$ cat config.mk
export PLATFORM = sky130hd
export DESIGN_NAME = recursive_lock_fifo_waiters
export DESIGN_NICKNAME = d
export VERILOG_FILES = /design/src/rtl/rlfw_pkg.sv /design/src/rtl/recursive_lock_fifo_waiters.sv /design/src/rtl/rlfw_ram.sv /design/src/rtl/rlfw_ctrl.sv /design/src/rtl/rlfw_dp.sv
export SDC_FILE = /design/constraint.sdc
export NUM_CORES = 1
export LEC_CHECK = 0
export BUFFER_PORTS_ARGS = -buffer_cell sky130_fd_sc_hd__buf_2
export CAP_MARGIN = 5
export CORE_MARGIN = 2
export CORE_UTILIZATION = 64
export CTS_BUF_LIST = sky130_fd_sc_hd__clkbuf_8 sky130_fd_sc_hd__clkbuf_16
export DETAILED_ROUTE_END_ITERATION = 7
export MAX_ROUTING_LAYER = met4
export PLACE_DENSITY = 0.83
export SYNTH_ARGS = -nofsm -noshare
export SYNTH_HDL_FRONTEND = slang
export SYNTH_SLANG_ARGS = --single-unit
$ cat constraint.sdc
create_clock -name clock -period 7.8 [get_ports clock]
set_clock_uncertainty 0.2 [all_clocks]
set_input_delay 0.39 -clock clock [delete_from_list [all_inputs] [get_ports clock]]
set_output_delay 0.39 -clock clock [all_outputs]
set_load 0.005 [all_outputs]
$ cat src/rtl/rlfw_pkg.sv
// shared types and constants of the recursive lock unit
// no dependencies
package rlfw_pkg;

   localparam int ACTION_W = 2;
   localparam int TASK_W   = 8;
   localparam int FLAGS_W  = 8;
   localparam int STATUS_W = 4;
   localparam int NEST_W   = 8;

   localparam logic [ACTION_W-1:0] ACT_LOCK   = 2'd0;
   localparam logic [ACTION_W-1:0] ACT_UNLOCK = 2'd1;
   localparam logic [ACTION_W-1:0] ACT_DELETE = 2'd2;

   localparam logic [STATUS_W-1:0] ST_GRANTED    = 4'd0;
   localparam logic [STATUS_W-1:0] ST_NESTED     = 4'd1;
   localparam logic [STATUS_W-1:0] ST_BUSY       = 4'd2;
   localparam logic [STATUS_W-1:0] ST_QUEUED     = 4'd3;
   localparam logic [STATUS_W-1:0] ST_RELEASED   = 4'd4;
   localparam logic [STATUS_W-1:0] ST_HANDED     = 4'd5;
   localparam logic [STATUS_W-1:0] ST_UNNESTED   = 4'd6;
   localparam logic [STATUS_W-1:0] ST_NOT_OWNER  = 4'd7;
   localparam logic [STATUS_W-1:0] ST_BAD_FLAGS  = 4'd8;
   localparam logic [STATUS_W-1:0] ST_QUEUE_FULL = 4'd9;
   localparam logic [STATUS_W-1:0] ST_ABORTED    = 4'd10;
   localparam logic [STATUS_W-1:0] ST_DELETED    = 4'd11;

   localparam logic [NEST_W-1:0] NEST_MAX = 8'hff;

   typedef enum logic [1:0] {
      S_IDLE,
      S_EXEC,
      S_DRAIN
   } state_type;

   typedef struct packed {
      logic load;
      logic exec;
      logic pop;
      logic del_done;
   } cmd_type;

   typedef struct packed {
      logic is_delete;
      logic is_noop;
      logic fifo_empty;
      logic out_free;
   } stat_type;

endpackage

$ cat src/rtl/recursive_lock_fifo_waiters.sv
// recursive lock unit: one mutex with a fifo of waiting tasks
// flow: a beat is accepted in S_IDLE and its result is registered in S_EXEC once the output is free
// lock and unlock are handled one at a time; delete aborts each waiter in turn, then reports deleted,
// one aborted beat per cycle from the queue ram read port while the output is not stalled
// reset: synchronous, active high; unlocked, empty queue, no result pending
// depends on rlfw_pkg, rlfw_ctrl, rlfw_dp and rlfw_ram
module recursive_lock_fifo_waiters #(
   parameter int QUEUE_DEPTH  = 8,
   parameter int TASK_ID_BITS = 8
) (
   input  logic        clock,
   input  logic        reset,
   input  logic        req_tvalid,
   output logic        req_tready,
   input  logic [23:0] req_tdata,   // action[1:0], task_id[9:2], lock_flags[17:10], zero pad
   output logic        rsp_tvalid,
   input  logic        rsp_tready,
   output logic [15:0] rsp_tdata,   // status[3:0], target_task[11:4], zero pad
   output logic        rsp_tlast
);

   rlfw_pkg::cmd_type  cmd;
   rlfw_pkg::stat_type stat;

   rlfw_ctrl u_ctrl (
      .clock      (clock),
      .reset      (reset),
      .req_tvalid (req_tvalid),
      .req_tready (req_tready),
      .stat       (stat),
      .cmd        (cmd)
   );

   rlfw_dp #(
      .QUEUE_DEPTH  (QUEUE_DEPTH),
      .TASK_ID_BITS (TASK_ID_BITS)
   ) u_dp (
      .clock      (clock),
      .reset      (reset),
      .req_tdata  (req_tdata),
      .rsp_tvalid (rsp_tvalid),
      .rsp_tready (rsp_tready),
      .rsp_tdata  (rsp_tdata),
      .rsp_tlast  (rsp_tlast),
      .cmd        (cmd),
      .stat       (stat)
   );

endmodule

$ cat src/rtl/rlfw_ram.sv
// generic single-write, single-read ram with registered read data
// no dependencies
module rlfw_ram #(
   parameter int WIDTH = 8,
   parameter int DEPTH = 8
) (
   input  logic                                   clock,
   input  logic                                   wr_en,
   input  logic [((DEPTH > 1) ? $clog2(DEPTH) : 1)-1:0] wr_addr,
   input  logic [WIDTH-1:0]                       wr_data,
   input  logic [((DEPTH > 1) ? $clog2(DEPTH) : 1)-1:0] rd_addr,
   output logic [WIDTH-1:0]                       rd_data
);

   logic [WIDTH-1:0] mem_ff [DEPTH];
   logic [WIDTH-1:0] rd_data_ff;

   always_ff @(posedge clock) begin
      if (wr_en) begin
         mem_ff[wr_addr] <= wr_data;
      end
      rd_data_ff <= mem_ff[rd_addr];
   end

   assign rd_data = rd_data_ff;

endmodule

$ cat src/rtl/rlfw_ctrl.sv
// controller state machine of the lock unit
// depends on rlfw_pkg
module rlfw_ctrl (
   input  logic              clock,
   input  logic              reset,
   input  logic              req_tvalid,
   output logic              req_tready,
   input  rlfw_pkg::stat_type stat,
   output rlfw_pkg::cmd_type  cmd
);

   rlfw_pkg::state_type state_ff, state_in;

   always_ff @(posedge clock) begin
      if (reset) begin
         state_ff <= rlfw_pkg::S_IDLE;
      end else begin
         state_ff <= state_in;
      end
   end

   always_comb begin
      state_in = state_ff;
      unique case (state_ff)
         rlfw_pkg::S_IDLE: begin
            if (req_tvalid) state_in = rlfw_pkg::S_EXEC;
         end
         rlfw_pkg::S_EXEC: begin
            if (stat.is_noop) begin
               state_in = rlfw_pkg::S_IDLE;
            end else if (stat.is_delete) begin
               state_in = rlfw_pkg::S_DRAIN;
            end else if (stat.out_free) begin
               state_in = rlfw_pkg::S_IDLE;
            end
         end
         rlfw_pkg::S_DRAIN: begin
            if (stat.out_free && stat.fifo_empty) state_in = rlfw_pkg::S_IDLE;
         end
         default: state_in = rlfw_pkg::S_IDLE;
      endcase
   end

   always_comb begin
      cmd        = '0;
      req_tready = 1'b0;
      unique case (state_ff)
         rlfw_pkg::S_IDLE: begin
            req_tready = 1'b1;
            cmd.load   = req_tvalid;
         end
         rlfw_pkg::S_EXEC: begin
            cmd.exec = !stat.is_noop && !stat.is_delete && stat.out_free;
         end
         rlfw_pkg::S_DRAIN: begin
            cmd.pop      = stat.out_free && !stat.fifo_empty;
            cmd.del_done = stat.out_free && stat.fifo_empty;
         end
         default: begin
            cmd = '0;
         end
      endcase
   end

endmodule

$ cat src/rtl/rlfw_dp.sv
// datapath of the lock unit: request register, lock state, waiter queue, result register
// depends on rlfw_pkg and rlfw_ram
module rlfw_dp #(
   parameter int QUEUE_DEPTH  = 8,
   parameter int TASK_ID_BITS = 8
) (
   input  logic                          clock,
   input  logic                          reset,
   input  logic [23:0]                   req_tdata,
   output logic                          rsp_tvalid,
   input  logic                          rsp_tready,
   output logic [15:0]                   rsp_tdata,
   output logic                          rsp_tlast,
   input  rlfw_pkg::cmd_type              cmd,
   output rlfw_pkg::stat_type             stat
);

   localparam int TW = (TASK_ID_BITS < rlfw_pkg::TASK_W) ? TASK_ID_BITS : rlfw_pkg::TASK_W;
   localparam int HW = (QUEUE_DEPTH > 1) ? $clog2(QUEUE_DEPTH) : 1;
   localparam int CW = $clog2(QUEUE_DEPTH + 1);
   localparam int SW = CW + 1;

   logic [rlfw_pkg::ACTION_W-1:0] action_ff;
   logic [TW-1:0]                 task_ff;
   logic [rlfw_pkg::FLAGS_W-1:0]  flags_ff;

   logic                          locked_ff, locked_in;
   logic [TW-1:0]                 owner_ff, owner_in;
   logic [rlfw_pkg::NEST_W-1:0]   nest_ff, nest_in;
   logic [HW-1:0]                 head_ff, head_in;
   logic [CW-1:0]                 count_ff, count_in;

   logic                          rsp_valid_ff, rsp_valid_in;
   logic [rlfw_pkg::STATUS_W-1:0] rsp_status_ff, rsp_status_in;
   logic [rlfw_pkg::TASK_W-1:0]   rsp_task_ff, rsp_task_in;
   logic                          rsp_last_ff, rsp_last_in;

   logic [TW-1:0]                 head_task;
   logic                          wr_en;
   logic [HW-1:0]                 tail;
   logic [SW-1:0]                 tail_sum;
   logic [HW-1:0]                 head_next;
   logic                          out_free;
   logic                          emit;

   always_ff @(posedge clock) begin
      if (cmd.load) begin
         action_ff <= req_tdata[1:0];
         task_ff   <= req_tdata[2 +: TW];
         flags_ff  <= req_tdata[17:10];
      end
   end

   assign tail_sum  = SW'(head_ff) + SW'(count_ff);
   assign tail      = (tail_sum >= SW'(QUEUE_DEPTH)) ? HW'(tail_sum - SW'(QUEUE_DEPTH))
                                                      : HW'(tail_sum);
   assign head_next = (head_ff == HW'(QUEUE_DEPTH - 1)) ? '0 : head_ff + HW'(1);

   rlfw_ram #(
      .WIDTH (TW),
      .DEPTH (QUEUE_DEPTH)
   ) u_queue (
      .clock   (clock),
      .wr_en   (wr_en),
      .wr_addr (tail),
      .wr_data (task_ff),
      .rd_addr (head_in),
      .rd_data (head_task)
   );

   assign out_free = !rsp_valid_ff || rsp_tready;

   always_comb begin
      locked_in     = locked_ff;
      owner_in      = owner_ff;
      nest_in       = nest_ff;
      head_in       = head_ff;
      count_in      = count_ff;
      wr_en         = 1'b0;
      emit          = 1'b0;
      rsp_status_in = rlfw_pkg::ST_GRANTED;
      rsp_task_in   = rlfw_pkg::TASK_W'(task_ff);
      rsp_last_in   = 1'b1;
      if (cmd.exec) begin
         emit = 1'b1;
         if (action_ff == rlfw_pkg::ACT_LOCK) begin
            priority if (|flags_ff[rlfw_pkg::FLAGS_W-1:1]) begin
               rsp_status_in = rlfw_pkg::ST_BAD_FLAGS;
            end else if (!locked_ff) begin
               locked_in     = 1'b1;
               owner_in      = task_ff;
               nest_in       = rlfw_pkg::NEST_W'(1);
               rsp_status_in = rlfw_pkg::ST_GRANTED;
            end else if (owner_ff == task_ff) begin
               if (nest_ff == rlfw_pkg::NEST_MAX) begin
                  rsp_status_in = rlfw_pkg::ST_QUEUE_FULL;
               end else begin
                  nest_in       = nest_ff + rlfw_pkg::NEST_W'(1);
                  rsp_status_in = rlfw_pkg::ST_NESTED;
               end
            end else if (!flags_ff[0]) begin
               rsp_status_in = rlfw_pkg::ST_BUSY;
            end else if (count_ff == CW'(QUEUE_DEPTH)) begin
               rsp_status_in = rlfw_pkg::ST_QUEUE_FULL;
            end else begin
               wr_en         = 1'b1;
               count_in      = count_ff + CW'(1);
               rsp_status_in = rlfw_pkg::ST_QUEUED;
            end
         end else begin
            priority if (!locked_ff || owner_ff != task_ff) begin
               rsp_status_in = rlfw_pkg::ST_NOT_OWNER;
            end else if (nest_ff > rlfw_pkg::NEST_W'(1)) begin
               nest_in       = nest_ff - rlfw_pkg::NEST_W'(1);
               rsp_status_in = rlfw_pkg::ST_UNNESTED;
            end else if (count_ff != '0) begin
               owner_in      = head_task;
               nest_in       = rlfw_pkg::NEST_W'(1);
               head_in       = head_next;
               count_in      = count_ff - CW'(1);
               rsp_status_in = rlfw_pkg::ST_HANDED;
               rsp_task_in   = rlfw_pkg::TASK_W'(head_task);
            end else begin
               locked_in     = 1'b0;
               owner_in      = '0;
               nest_in       = '0;
               rsp_status_in = rlfw_pkg::ST_RELEASED;
            end
         end
      end else if (cmd.pop) begin
         emit          = 1'b1;
         head_in       = head_next;
         count_in      = count_ff - CW'(1);
         rsp_status_in = rlfw_pkg::ST_ABORTED;
         rsp_task_in   = rlfw_pkg::TASK_W'(head_task);
         rsp_last_in   = 1'b0;
      end else if (cmd.del_done) begin
         emit          = 1'b1;
         locked_in     = 1'b0;
         owner_in      = '0;
         nest_in       = '0;
         head_in       = '0;
         count_in      = '0;
         rsp_status_in = rlfw_pkg::ST_DELETED;
      end
   end

   assign rsp_valid_in = emit || (rsp_valid_ff && !rsp_tready);

   always_ff @(posedge clock) begin
      if (reset) begin
         locked_ff    <= 1'b0;
         owner_ff     <= '0;
         nest_ff      <= '0;
         head_ff      <= '0;
         count_ff     <= '0;
         rsp_valid_ff <= 1'b0;
      end else begin
         locked_ff    <= locked_in;
         owner_ff     <= owner_in;
         nest_ff      <= nest_in;
         head_ff      <= head_in;
         count_ff     <= count_in;
         rsp_valid_ff <= rsp_valid_in;
      end
   end

   always_ff @(posedge clock) begin
      if (emit) begin
         rsp_status_ff <= rsp_status_in;
         rsp_task_ff   <= rsp_task_in;
         rsp_last_ff   <= rsp_last_in;
      end
   end

   assign stat.is_delete  = (action_ff == rlfw_pkg::ACT_DELETE);
   assign stat.is_noop    = (action_ff != rlfw_pkg::ACT_LOCK) &&
                            (action_ff != rlfw_pkg::ACT_UNLOCK) &&
                            (action_ff != rlfw_pkg::ACT_DELETE);
   assign stat.fifo_empty = (count_ff == '0);
   assign stat.out_free   = out_free;

   assign rsp_tvalid = rsp_valid_ff;
   assign rsp_tdata  = {4'b0000, rsp_task_ff, rsp_status_ff};
   assign rsp_tlast  = rsp_last_ff;

endmodule

* Word-level counts from Yosys, hierarchy flattened
Memory sizes are Yosys's and may differ from the RTL's. A register that Yosys moved wholly into a read port is not among the register bits. Index checks and enable logic that the tools add are counted.
Storage, ports and cells: register bits 58, word-level logic and storage cells 167, memory bits (writable) 64, input port bits 28, output and inout port bits 19, memories 1
Memories:
- u_dp.u_queue.mem_ff | depth 8, width 8, read ports 1, clocked after Yosys merged registers in 1, write ports 1, line rlfw_ram.sv:15 | logic [WIDTH-1:0] mem_ff [DEPTH];
Cells by class: muxes and demuxes 89, add/sub/neg operators 7, eq/ne operators 26, order comparisons 2, reduce and logical (&&, ||, !) cells 29
Operators by type and width (count):
- $mux 8 | 23
- $mux 4 | 24
- $mux 3 | 9
- $mux 1 | 26
- $reduce_and 6->1 | 3
- $ne 3x2->1 const B | 5
- $mux 2 | 6
- $ne 3x3->1 const B | 4
- $reduce_and 9->1 | 1
- $add 8x1->8 const B | 1
- $eq 8x8->1 | 1
- $eq 8x8->1 const B | 1
- $gt 8x1->1 const B | 1
- $ne 4x4->1 const B | 2
- $ne 8x8->1 | 1
- $sub 8x1->8 const B | 1
- $logic_and 1x1->1 | 7
- $reduce_or 7->1 | 1
- $logic_not 1->1 | 6
- $ne 2x1->1 const B | 3
- $pmux 2 s3 | 1
- $add 3x4->5 | 1
- $ge 5x4->1 const B | 1
- $add 4x1->4 const B | 1
- 17 further kinds | 23

* Logic depth before layout (Yosys ltp)
Gate-level depths: netlist of the first run.
depth in word-level cells 10, mapped depth 11, gate-level depth less buffers 11

* By module
Synthesis of the first run repeated with hierarchy kept, for this count alone.
Second synthesis, totals: cell total of the unflattened synthesis 444, area total of the unflattened synthesis 5983.2 um^2
By module, submodules not included:
- rlfw_dp | cells an instance 314, times used 1, area an instance 3164.3 um^2, seq. area each 1431.4 um^2
- rlfw_ram | cells an instance 114, times used 1, area an instance 2691.3 um^2, seq. area each 2082.0 um^2
- rlfw_ctrl | cells an instance 16, times used 1, area an instance 127.6 um^2, seq. area each 40.0 um^2

* Least setup slack after synthesis of the first run
Ideal clock, no wire load.
kind register to register, start reg u_dp.nest_ff[0] (netlist name), end reg u_dp.u_queue.rd_data_ff[0] (netlist: u_dp.u_queue.rd_data[0]) (read register of u_dp.u_queue.mem_ff), slack 4.877 ns, clock period less this slack 2.923 ns, stages on the path, launching flop included 10, setup time 0.134 ns, data arrival time 2.588 ns, path buffers 1, data required time 7.466 ns, path through dfxtp_1 > inv_1 > ha_1 > or2_1 > and3_1 > a31oi_2 > buf_4 > inv_2 > a22oi_4 > mux4_2
Between the ends: cells in the longest elaborated chain, start to end 5
RTL lines:
- start, declared | line rlfw_dp.sv:29 | logic [rlfw_pkg::NEST_W-1:0] nest_ff, nest_in;
- start signal, assigned | line rlfw_dp.sv:161 | nest_ff <= nest_in;
- $gt 8x1->1 | line rlfw_dp.sv:113 | end else if (nest_ff > rlfw_pkg::NEST_W'(1)) begin
- $mux 3 | line rlfw_dp.sv:113
- $mux 3 | line rlfw_dp.sv:111 | priority if (!locked_ff || owner_ff != task_ff) begin
- $mux 3 | line rlfw_dp.sv:86 | if (action_ff == rlfw_pkg::ACT_LOCK) begin
- $mux 3 | line rlfw_dp.sv:84 | if (cmd.exec) begin
- end, declared | line rlfw_ram.sv:16 | logic [WIDTH-1:0] rd_data_ff;
No other way between the ends. A chain may end at the register's enable or synchronous reset.

* Worst setup path in the final report of the first run
start reg u_dp.count_ff[0], end reg u_dp.u_queue.rd_data_ff[5] (netlist: u_dp.u_queue.rd_data[5]) (read register of u_dp.u_queue.mem_ff)
Between the ends: cells in the longest elaborated chain, start to end 6, elaborated cells on any way between the ends 13, classes of those cells 8 x mux; 5 x reduce/logical
RTL lines:
- start, declared | line rlfw_dp.sv:31 | logic [CW-1:0] count_ff, count_in;
- start signal, assigned | line rlfw_dp.sv:163 | count_ff <= count_in;
- $reduce_bool 4->1 / $logic_not 4->1 (equally long branches) | line rlfw_dp.sv:116, rlfw_dp.sv:180
- $mux 3 (tied with other cells) | line rlfw_dp.sv:116 | end else if (count_ff != '0) begin
- $mux 3 (tied with other cells) | line rlfw_dp.sv:113
- $mux 3 (tied with other cells) | line rlfw_dp.sv:111
- $mux 3, on equally long branches | line rlfw_dp.sv:86, rlfw_dp.sv:130
- $mux 3 * | line rlfw_dp.sv:84
Mark *: on every way between the ends. The rest lies on a longest branch, timed or not.

==> impl_results.md, run 1 <==
* Warnings, synthesis at 0
* Hold_ws at 0.00568 ns
* Period utilization at 0.510
* DR WL/cell at 19.1 µm
* Total grt overflow at 0
* Final hold violation count at 0
* Worst-path clk slew at approximately 0.060 ns
* Vias in the first global route at around 3900
* Router iterations before antenna repair at 5
* Tmin final at 3.98 ns
* Vias at 3812
* Least-Margin Pin Slew at approximately 1.2 ns
* Top_reg_cell synth: edfxtp_1
* Hold crit path type: in2reg
* Final core occ at 0.750
* CP startpoint kind: register
* Synth top cells by count: edfxtp_1, nor2_1, dfxtp_1
* Worst Hold Launch: req_tvalid
* CP endpoint kind: register
* Final ANT Viol Nets at 0
* CP Max Fanout at 33
* Largest net degree at the start of global routing at 34
* Drt drc at 0
* Pwr dens at between 200 and 250 nW/µm²
* Die area at approximately 10000 µm²
* R2R cell count at 9
* Unrepaired setup endpoints after global routing: false
* Gr usage total at 0.262
* Hold Path Depth at 3
* Critical path class: reg2reg
* Hold EP: u_ctrl.state_ff[0]
* P_leak at approximately 2.4 nW
* WP data required at 7.98 ns
* Clock Path Buffers at 2
* Unique masters post-synth at 66
* Cell area after synthesis at 5900 µm²
* Nets at 530
* Reg-to-Reg End: u_dp.u_queue.rd_data[5]
* Mean Syn Cell Area at between 10 and 15 µm²
* Max-Cap Viols at 0
* Fillers at between 500 and 600
* Chip Width at roughly 100 µm
* Post-Route Setup TNS at 0 ns
* Antenna Cells at 0
* First-pass GRT wire length at 19200 µm
* Worst EP arrival at roughly 4.2 ns
* H-tree depth at 4
* Area of the multi-input gates at between 2000 and 2500 µm²
* Iteration-0 DRC Markers at around 270
* Clock Sinks at between 100 and 150
* Total wire length at about 12000 µm
* TritonCTS clock tree: done
* Final setup viols at 0
* Die Span Y at roughly 100 µm
* Register area share after synthesis at 0.602
* # port buffers at 36
* Dpl hpwl at approximately 7300 µm
* Most common cell in the netlist: edfxtp_1
* R2r setup slk at around 3.8 ns
* Worst VDD drop at a little over 200 µV
* Routability congestion estimate at around 0.95
* Post-synth EDFFs at 95
* Core area at 9110 µm²
* Worst skew pair latency at about 0.52 ns
* Yosys reg bits at 130
* Power, Total at ~1.6 mW
* Max Freq at ~0.25 GHz
* Initial antenna violation count at 0
* Root buffer cell: clkbuf_8
* Cell taking the most area after synthesis: edfxtp_1
* Post-CTS sizing at 0
* DR vias/cell at roughly 6.2
* Synth top area share at 0.484
* Share of post-route cells with drive strength above 1 at 0.236
* IO Pins at 47
* Status: complete, no violations
* Async S/R FF share, synth at 0
* Rows at 35
* Post-Syn Instances at 438
* R2r startpoint: u_dp.count_ff[0]
* Max_slew headroom at 0.165
* Area Growth Syn to Fin at 15.8%
* Area contributors post-synth: edfxtp_1, dfxtp_1, mux2_2, mux2_1, mux4_2
* Final max-slew violation count at 0
* Initial Utilization at 0.648
* Post-CTS Setup Inserts at 0
* TritonCTS Buffers at 17
* Register Area at about 3600 µm²
state kept, by name, indices dropped and copies added (netlist names), 2 cells and up:
signal                flops
u_ctrl.state_ff           2
u_dp.action_ff            2
u_dp.count_ff             4
u_dp.flags_ff             8
u_dp.head_ff              3
u_dp.nest_ff              8
u_dp.owner_ff             8
u_dp.rsp_status_ff        4
u_dp.rsp_task_ff          8
u_dp.task_ff              8
u_dp.u_queue.mem_ff      64
u_dp.u_queue.rd_data      8
placed cells by master, fill, tap and decap left out, types with 5 or more instances in the layout:
| cell type | synthesis | layout |
|---|---|---|
| nand2_1 | 23 | 23 |
| a22oi_1 | 10 | 10 |
| nor3_1 | 11 | 11 |
| nor2b_1 | 6 | 6 |
| xnor2_1 | 12 | 12 |
| nand2b_1 | 7 | 7 |
| mux2_1 | 17 | 17 |
| nand4_1 | 5 | 5 |
| ha_1 | 9 | 9 |
| a21oi_1 | 17 | 17 |
| clkbuf_16 | 0 | 16 |
| o21ai_0 | 11 | 11 |
| dfxtp_1 | 35 | 35 |
| buf_2 | 4 | 36 |
| nand3_1 | 8 | 8 |
| edfxtp_1 | 95 | 95 |
| mux4_2 | 8 | 8 |
| a211oi_1 | 8 | 8 |
| dlygate4sd3_1 | 0 | 18 |
| nor2_1 | 36 | 36 |
| mux2_2 | 23 | 23 |
| inv_1 | 9 | 10 |
per-stage QoR:
| stage | cells | worst slack (ns) | area, µm² |
|---|---|---|---|
| global placement | 566 | 4.00 | 6090 |
| finish | 616 | 3.82 | 6830 |
| CTS | 616 | 3.81 | 6830 |
| global route | 616 | 3.65 | 6830 |
| detailed placement | 566 | 3.92 | 6090 |
| floorplan | 441 | 4.88 | 5910 |
cell families (layout without fill, tap and decap cells):
group,after synthesis,after routing,share of synthesized area
compound gates,77,77,0.101
other cells,1,4,0.000636
flops,130,130,0.602
buf+inv,33,97,0.0308
xor+xnor,14,14,0.0208
simple gates,121,121,0.109
mux,52,52,0.114
fa+ha+maj,10,10,0.0225
report_power, final:
group          leakage, nW  switching, mW  total [mW]  internal (mW)
Sequential            1.15         0.0148       0.771          0.756
Clock                0.266          0.306       0.740          0.434
Combinational        0.950         0.0331      0.0613         0.0282
metal layers:
metal	wire length, µm	vias up	part of all wire	global-route usage
li1	-	1772	-	-
met1	4820	1854	0.41	0.302
met2	6080	149	0.52	0.435
met3	585	37	0.050	0.0641
met4	285	0	0.024	0.126
met5	0	-	0	-
repair_timing:
action,4_1_cts,5_1_grt
endpoints found under the hold margin,18,0
hold buffers,18,0
endpoints found under the setup margin,0,0
critical path, cell delays in order (launching register included):
cell and delay (ns):
dfxtp_1 0.42, inv_1 0.13, ha_1 0.23, nor2b_1 0.16
and2b_4 0.21, nor2_4 0.29, a31oi_2 0.37, o2bb2ai_4 0.88
mux2_1 0.42, mux4_2 0.51
cell type report:
| class | count | share of cell area |
|---|---|---|
| repair buffers | 55 | 0.0539 |
| well taps | 111 | 0.0203 |
| clock inverters | 14 | 0.0191 |
| clock buffers | 18 | 0.0626 |
| flip-flops and latches | 130 | 0.520 |
| multi-input cells | 278 | 0.318 |
| inverters | 10 | 0.00550 |
worst max-delay path by stage:
stage / end / from / slack [ns] / cells after the start
5_1_grt: u_dp.u_queue.rd_data[5] / u_dp.count_ff[0] / 3.65 / 9
2_1_floorplan: u_dp.u_queue.rd_data[0] / u_dp.nest_ff[0] / 4.88 / 9
4_1_cts: u_dp.u_queue.rd_data[5] / u_dp.count_ff[1] / 3.81 / 9
6_report: u_dp.u_queue.rd_data[5] / u_dp.count_ff[0] / 3.82 / 9
3_3_place_gp: u_dp.u_queue.rd_data[3] / u_dp.count_ff[1] / 4.00 / 9
3_5_place_dp: u_dp.u_queue.rd_data[1] / u_dp.count_ff[1] / 3.92 / 9
(Power assumes the default switching activity.)
==> inputs of run 2 (changes only) <==
--- a/config.mk
+++ b/config.mk
@@ -5,14 +5,15 @@
 export SDC_FILE = /design/constraint.sdc
 export NUM_CORES = 1
 export LEC_CHECK = 0
+export ABC_AREA = 1
 export BUFFER_PORTS_ARGS = -buffer_cell sky130_fd_sc_hd__buf_2
 export CAP_MARGIN = 5
 export CORE_MARGIN = 2
-export CORE_UTILIZATION = 64
+export CORE_UTILIZATION = 60
 export CTS_BUF_LIST = sky130_fd_sc_hd__clkbuf_8 sky130_fd_sc_hd__clkbuf_16
 export DETAILED_ROUTE_END_ITERATION = 7
 export MAX_ROUTING_LAYER = met4
-export PLACE_DENSITY = 0.83
+export PLACE_DENSITY = 0.79
 export SYNTH_ARGS = -nofsm -noshare
 export SYNTH_HDL_FRONTEND = slang
 export SYNTH_SLANG_ARGS = --single-unit
==> constraint.sdc (replaced) <==
create_clock -name clock -period 3.9 [get_ports clock]
set_clock_uncertainty 0.2 [all_clocks]
set_input_delay 0.195 -clock clock [delete_from_list [all_inputs] [get_ports clock]]
set_output_delay 0.195 -clock clock [all_outputs]
set_load 0.005 [all_outputs]
==> run 2 against run 1 <==
  * Design area grew 7.6%
  * Non-clock buffer count grew 6
  * Critical path depth is the same
  * Synthesized cell count grew 59%
  * Total power grew 120%
  * Cell count grew 47%
  * Clock power grew 110%
  * Sequential power grew 100%
  * Count of clock-buffer cells in the layout shrank 1
  * Combinational power grew to 4.7 times the previous value
  * Synthesized area grew 7.6%
  * Maximum frequency grew 25%
==> impl_results.md, run 2 <==
* Max_slew headroom at 0.177 (+0.0119)
* Die area at 11400 µm² (+14%)
* Reg-to-Reg End: u_dp.u_queue.mem_ff[0][3]
* Clock Path Buffers at 2 (unchanged)
* CP Max Fanout at 8 (-76%)
* Die Span Y at 107 µm (+6.9%)
* Total wire length at 14900 µm (+27%)
* IO Pins at 47 (unchanged)
* Max Freq at 0.315 GHz (+25%)
* TritonCTS Buffers at 17 (unchanged)
* Least-Margin Pin Slew at 1.23 ns (-0.0165 ns)
* Top_reg_cell synth: edfxtp_1
* Cell area after synthesis at 6350 µm² (+7.6%)
* Cell taking the most area after synthesis: edfxtp_1
* Worst EP arrival at 3.13 ns (-1.03 ns)
* Yosys reg bits at 130 (unchanged)
* Register Area at 3550 µm² (unchanged)
* Mean Syn Cell Area at 9.12 µm² (-32%)
* Tmin final at 3.18 ns (-0.806 ns)
* Critical path class: reg2reg
* Synth top area share at 0.449 (-0.0343)
* Chip Width at 107 µm (+6.9%)
* Max reg flops at 64 (unchanged)
* First-pass GRT wire length at 24300 µm (+26%)
* Post-Syn Instances at 696 (+59%)
* Most common cell in the netlist: nand2_1
* Period utilization at 0.814 (+0.304)
* Antenna Cells at 0 (unchanged)
* Worst VDD drop at 324 µV (+60%)
* Area of the multi-input gates at 2280 µm² (+4.8%)
* Max-Cap Viols at 0 (unchanged)
* R2r setup slk at 0.72 ns (-3.09 ns)
* Worst-path clk slew at 0.06 ns (about the same)
* Hold_ws at 0.173 ns (+0.167 ns)
* Post-synth EDFFs at 95 (unchanged)
* R2R cell count at 9 (unchanged)
* DR WL/cell at 16.5 µm (-14%)
* Hold crit path type: in2reg
* Unrepaired setup endpoints after global routing: false
* CP endpoint kind: register
* CP startpoint kind: register
* Pwr dens at 461 nW/µm² (+100%)
* Vias in the first global route at 5015 (+28%)
* Nets at 792 (+49%)
* DR vias/cell at 5.70 (-7.9%)
* Share of post-route cells with drive strength above 1 at 0.142 (-0.0935)
* Synth top cells by count: nand2_1, edfxtp_1, nand3_1
* Total grt overflow at 0 (unchanged)
* TritonCTS clock tree: done
* Area Growth Syn to Fin at 15.8% (about the same)
* R2r startpoint: u_dp.action_ff[0]
* Most frequent cells in the layout: nand2_1, edfxtp_1, nand3_1
* Post-Route Setup TNS at 0 ns (unchanged)
* Status: complete, no violations
* Most flop-heavy register: u_dp.u_queue.mem_ff
* # port buffers at 36 (unchanged)
* Commonest non-fill, non-tap cell in the layout: nand2_1
* Clock Sinks at 130 (unchanged)
* Gr usage total at 0.288 (+0.0251)
* Final max-slew violation count at 0 (unchanged)
* Register area share after synthesis at 0.560 (-0.0427)
* Vias at 5145 (+35%)
* P_leak at 3.03 nW (+28%)
* Initial Utilization at 0.618 (-0.0298)
* Warnings, synthesis at 0 (unchanged)
* Async S/R FF share, synth at 0 (unchanged)
* Worst skew pair latency at 0.53 ns (about the same)
* Dpl hpwl at 9120 µm (+25%)
* Iteration-0 DRC Markers at 617 (+130%)
* WP data required at 3.85 ns (-4.13 ns)
* Root buffer cell: clkbuf_8
* Crit path from: u_dp.action_ff[0]
* Router iterations before antenna repair at 8 (+3)
* Initial antenna violation count at 0 (unchanged)
* Area contributors post-synth: edfxtp_1, dfxtp_1, nand2_1, nand3_1, inv_1
* Post-CTS sizing at 0 (unchanged)
* Final hold violation count at 0 (unchanged)
* Largest net degree at the start of global routing at 34 (unchanged)
* Final setup viols at 0 (unchanged)
* Rows at 37 (+5.7%)
* Routability congestion estimate at 0.919 (-3.4%)
* Unique masters post-synth at 40 (-39%)
* H-tree depth at 4 (unchanged)
* Crit path capture: u_dp.u_queue.mem_ff[0][3]
* Final ANT Viol Nets at 0 (unchanged)
* Core area at 10300 µm² (+13%)
* Fillers at 721 (+23%)
* Drt drc at 0 (unchanged)
==> run 2: cell count changes in the layout (fill, tap and decap cells not counted), moves of 18 or more <==
cell and change:
inv_1 +67, nand3_1 +80, nand2_1 +136, nor2_1 +18, mux2_2 -23, o21ai_0 +21
==> run 2: power by group <==
| group | internal [mW] | switching [mW] |
|---|---|---|
| sequential | 1.53 | 0.0437 |
| combinational | 0.0989 | 0.191 |
| clock | 0.914 | 0.614 |
==> run 2: critical path, cell delays in order (launching register included) <==
cell and delay, ns:
edfxtp_1 0.48, nor2_2 0.26, inv_1 0.17, nor2_4 0.18
inv_1 0.11, nor2_1 0.25, nand2_1 0.14, nor2_1 0.22
nand2_1 0.16, nor2_1 0.61
==> run 2: per-stage QoR <==
step | cells | area, µm² | util | power [mW] | setup WS [ns]
after floorplan | 699 | 6360 | - | 1.79 | 1.48
after CTS | 903 | 7350 | 0.715 | 3.39 | 0.740
after detailed placement | 849 | 6560 | 0.638 | 1.86 | 0.799
final | 903 | 7350 | 0.715 | 3.39 | 0.724
after global routing | 903 | 7350 | 0.715 | 3.49 | 0.475
after global placement | 849 | 6560 | 0.638 | 1.85 | 0.813
==> run 2: area by class of cell <==
class,instances,area share
clock buffers,17,0.0563
inverters,94,0.0480
repair buffers,61,0.0575
well taps,136,0.0232
clock inverters,15,0.0213
multi-input cells,450,0.310
flip-flops and latches,130,0.483
==> run 2: how the worst min path moves through the flow <==
stage,slack [ns],from,cells past startpoint,to
finish,0.17,req_tdata[12],2,u_dp.flags_ff[2]
floorplan,0.06,reset,1,u_ctrl.state_ff[1]
CTS,0.15,req_tdata[14],2,u_dp.flags_ff[4]
detailed placement,0.17,req_tdata[2],1,u_dp.task_ff[0]
global placement,0.17,req_tdata[3],1,u_dp.task_ff[1]
global route,0.18,req_tdata[9],2,u_dp.task_ff[7]
==> run 2: cell families after synthesis <==
| group | count (synthesis) | share of synthesized area |
|---|---|---|
| compound gates | 87 | 0.0775 |
| flops | 130 | 0.560 |
| xor+xnor | 14 | 0.0193 |
| other cells | 1 | 0.000591 |
| fa+ha+maj | 10 | 0.0209 |
| buf+inv | 119 | 0.0830 |
| simple gates | 335 | 0.239 |
==> run 2: routing by layer <==
metal	routed length, µm	track usage
met1	6100	0.378
met2	7150	0.434
met3	1400	0.0632
met4	259	0.124
met5	0	-
==> run 2: repair_timing <==
item / CTS / global route
setup buffers: 0 / 0
hold endpoints to repair: 33 / 0
hold buffers: 22 / 0
==> inputs of run 3 (changes only) <==
--- a/config.mk
+++ b/config.mk
@@ -5,15 +5,15 @@
 export SDC_FILE = /design/constraint.sdc
 export NUM_CORES = 1
 export LEC_CHECK = 0
-export ABC_AREA = 1
+export ABC_AREA = 0
 export BUFFER_PORTS_ARGS = -buffer_cell sky130_fd_sc_hd__buf_2
 export CAP_MARGIN = 5
 export CORE_MARGIN = 2
-export CORE_UTILIZATION = 60
+export CORE_UTILIZATION = 54
 export CTS_BUF_LIST = sky130_fd_sc_hd__clkbuf_8 sky130_fd_sc_hd__clkbuf_16
 export DETAILED_ROUTE_END_ITERATION = 7
 export MAX_ROUTING_LAYER = met4
-export PLACE_DENSITY = 0.79
+export PLACE_DENSITY = 0.75
 export SYNTH_ARGS = -nofsm -noshare
 export SYNTH_HDL_FRONTEND = slang
 export SYNTH_SLANG_ARGS = --single-unit
==> constraint.sdc (replaced) <==
create_clock -name clock -period 2.7 [get_ports clock]
set_clock_uncertainty 0.2 [all_clocks]
set_input_delay 0.135 -clock clock [delete_from_list [all_inputs] [get_ports clock]]
set_output_delay 0.135 -clock clock [all_outputs]
set_load 0.005 [all_outputs]
==> run 3 against run 2 <==
  * Total power up 42%
  * The flow now finishes with violations (setup timing)
  * Via count down 19%
  * Register-to-register slack worse by 0.99 ns
  * Critical path depth down 1
  * Critical path type unchanged
==> impl_results.md, run 3 (synthesized netlist as in run 1, its figures left out) <==
* Nets at 602 (-24%)
* Drt drc at 0 (unchanged)
* Hold crit path type: in2reg
* Share of post-route cells with drive strength above 1 at 0.347 (+0.205)
* Die Span Y at 109 µm (+1.5%)
* Largest net degree at the start of global routing at 34 (unchanged)
* Fillers at 729 (+1.1%)
* Total wire length at 13800 µm (-7.5%)
* Die area at 11800 µm² (+3.1%)
* Commonest non-fill, non-tap cell in the layout: edfxtp_1
* Max_slew headroom at 0.574 (+0.397)
* H-tree depth at 4 (unchanged)
* # port buffers at 36 (unchanged)
* Gr usage total at 0.248 (-0.0400)
* Register Area at 3560 µm² (+0.28%)
* Status: finished, violations left
* DP Worst Slack at -0.215 ns (-1.01 ns)
* CP startpoint kind: register
* TritonCTS Buffers at 17 (unchanged)
* Worst-path clk slew at 0.06 ns (about the same)
* Dpl hpwl at 8730 µm (-4.3%)
* Max reg flops at 64 (unchanged)
* Tmin final at 2.97 ns (-0.207 ns)
* Vias in the first global route at 4084 (-19%)
* Area of the multi-input gates at 2230 µm² (-2.0%)
* Most flop-heavy register: u_dp.u_queue.mem_ff
* Initial antenna violation count at 0 (unchanged)
* Area Growth Syn to Fin at 28.9%
* TritonCTS clock tree: done
* DR vias/cell at 5.82 (+2.1%)
* Final setup viols at 8 (+8)
* Unrepaired setup endpoints after global routing: true
* Clock Sinks at 130 (unchanged)
* Post-Route Setup TNS at -1.83 ns (-1.83 ns)
* Router iterations before antenna repair at 5 (-3)
* P_leak at 2.80 nW (-7.5%)
* Clock Path Buffers at 2 (unchanged)
* Initial Utilization at 0.549 (-0.0688)
* Max-Cap Viols at 0 (unchanged)
* CP endpoint kind: register
* Antenna Cells at 0 (unchanged)
* Final worst slack at -0.269 ns (-0.993 ns)
* Root buffer cell: clkbuf_8
* First-pass GRT wire length at 20700 µm (-15%)
* Worst EP arrival at 3.16 ns (+0.03 ns)
* Chip Width at 109 µm (+1.5%)
* Final max-slew violation count at 0 (unchanged)
* Worst skew pair latency at 0.52 ns (about the same)
* Total grt overflow at 0 (unchanged)
* Core area at 10700 µm² (+4.6%)
* Iteration-0 DRC Markers at 338 (-45%)
* Routability congestion estimate at 0.945 (+2.9%)
* IO Pins at 47 (unchanged)
* Worst VDD drop at 603 µV (+86%)
* Least-Margin Pin Slew at 0.632 ns (-0.595 ns)
* Final ANT Viol Nets at 0 (unchanged)
* Failing checks: setup timing
* DR WL/cell at 19.3 µm (+17%)
* Final hold violation count at 0 (unchanged)
* Pwr dens at 635 nW/µm² (+38%)
* Vias at 4166 (-19%)
* Rows at 38 (+2.7%)
* Period utilization at 1.10 (+0.285)
* Critical path class: reg2reg
* Max Freq at 0.337 GHz (+7.0%)
* CP Max Fanout at 16 (+8)
* WP data required at 2.89 ns (-0.96 ns)
* Most frequent cells in the layout: edfxtp_1, buf_4, nor2_1, buf_2, dfxtp_1
[run 3: area by class of cell]
| type | count | share of cell area |
|---|---|---|
| Timing Repair Buffer | 127 | 0.129 |
| Sequential cell | 130 | 0.469 |
| Tap cell | 140 | 0.0230 |
| Clock buffer | 17 | 0.0545 |
| Multi-Input combinational cell | 278 | 0.294 |
| Clock inverter | 14 | 0.0262 |
| Inverter | 10 | 0.00494 |
[run 3: metrics by stage]
step / utilization / std cells / power, mW / cell area [µm²] / hold slack, ns
after floorplan: - / 441 / 2.36 / 5940 / 0.0339
after global placement: 0.619 / 656 / 2.45 / 6650 / 0.112
after detailed placement: 0.619 / 656 / 2.45 / 6650 / 0.113
after CTS: 0.698 / 710 / 4.83 / 7500 / 0.0988
after global routing: 0.707 / 716 / 4.96 / 7600 / 0.108
final: 0.707 / 716 / 4.83 / 7600 / 0.116
[run 3: path summary, 6_finish.rpt]
kind              slack [ns]  cells past startpoint       startpoint                      end
setup reg to reg       -0.27                      8  u_dp.task_ff[5]  u_dp.u_queue.rd_data[5]
setup / recovery       -0.27                      8  u_dp.task_ff[5]  u_dp.u_queue.rd_data[5]
hold / removal          0.12                      2    req_tdata[13]         u_dp.flags_ff[3]
hold reg to reg         0.30                      2  u_dp.nest_ff[7]          u_dp.nest_ff[7]
[run 3: critical path, cell delays in order (launching register included)]
cell and delay, ns:
edfxtp_1 0.47, xnor2_1 0.17, nand4_1 0.23, nor3_4 0.33, a31oi_4 0.15, o2bb2ai_4 0.23, clkbuf_16 0.23, mux2_2 0.36
mux4_2 0.46
[run 3: where the power goes]
group	switching, mW	internal, mW	total (mW)
Combinational	0.128	0.118	0.246
Sequential	0.0253	2.18	2.21
Clock	0.864	1.51	2.37
Total	1.02	3.81	4.83
[run 3: timing repair]
action	4_1_cts	5_1_grt
hold buffers	23	0
gates cloned	0	2
endpoints found under the hold margin	44	0
buffers inserted	0	4
setup endpoints to repair	72	84
pin swaps	1	5
gates resized for setup	1	13
[run 3: metal layers]
metal	GRT usage	vias up	routed length, µm
met3	0.0555	30	726
met4	0.0907	0	310
met1	0.308	2053	5900
met5	-	-	0
li1	-	1919	-
met2	0.400	164	6850
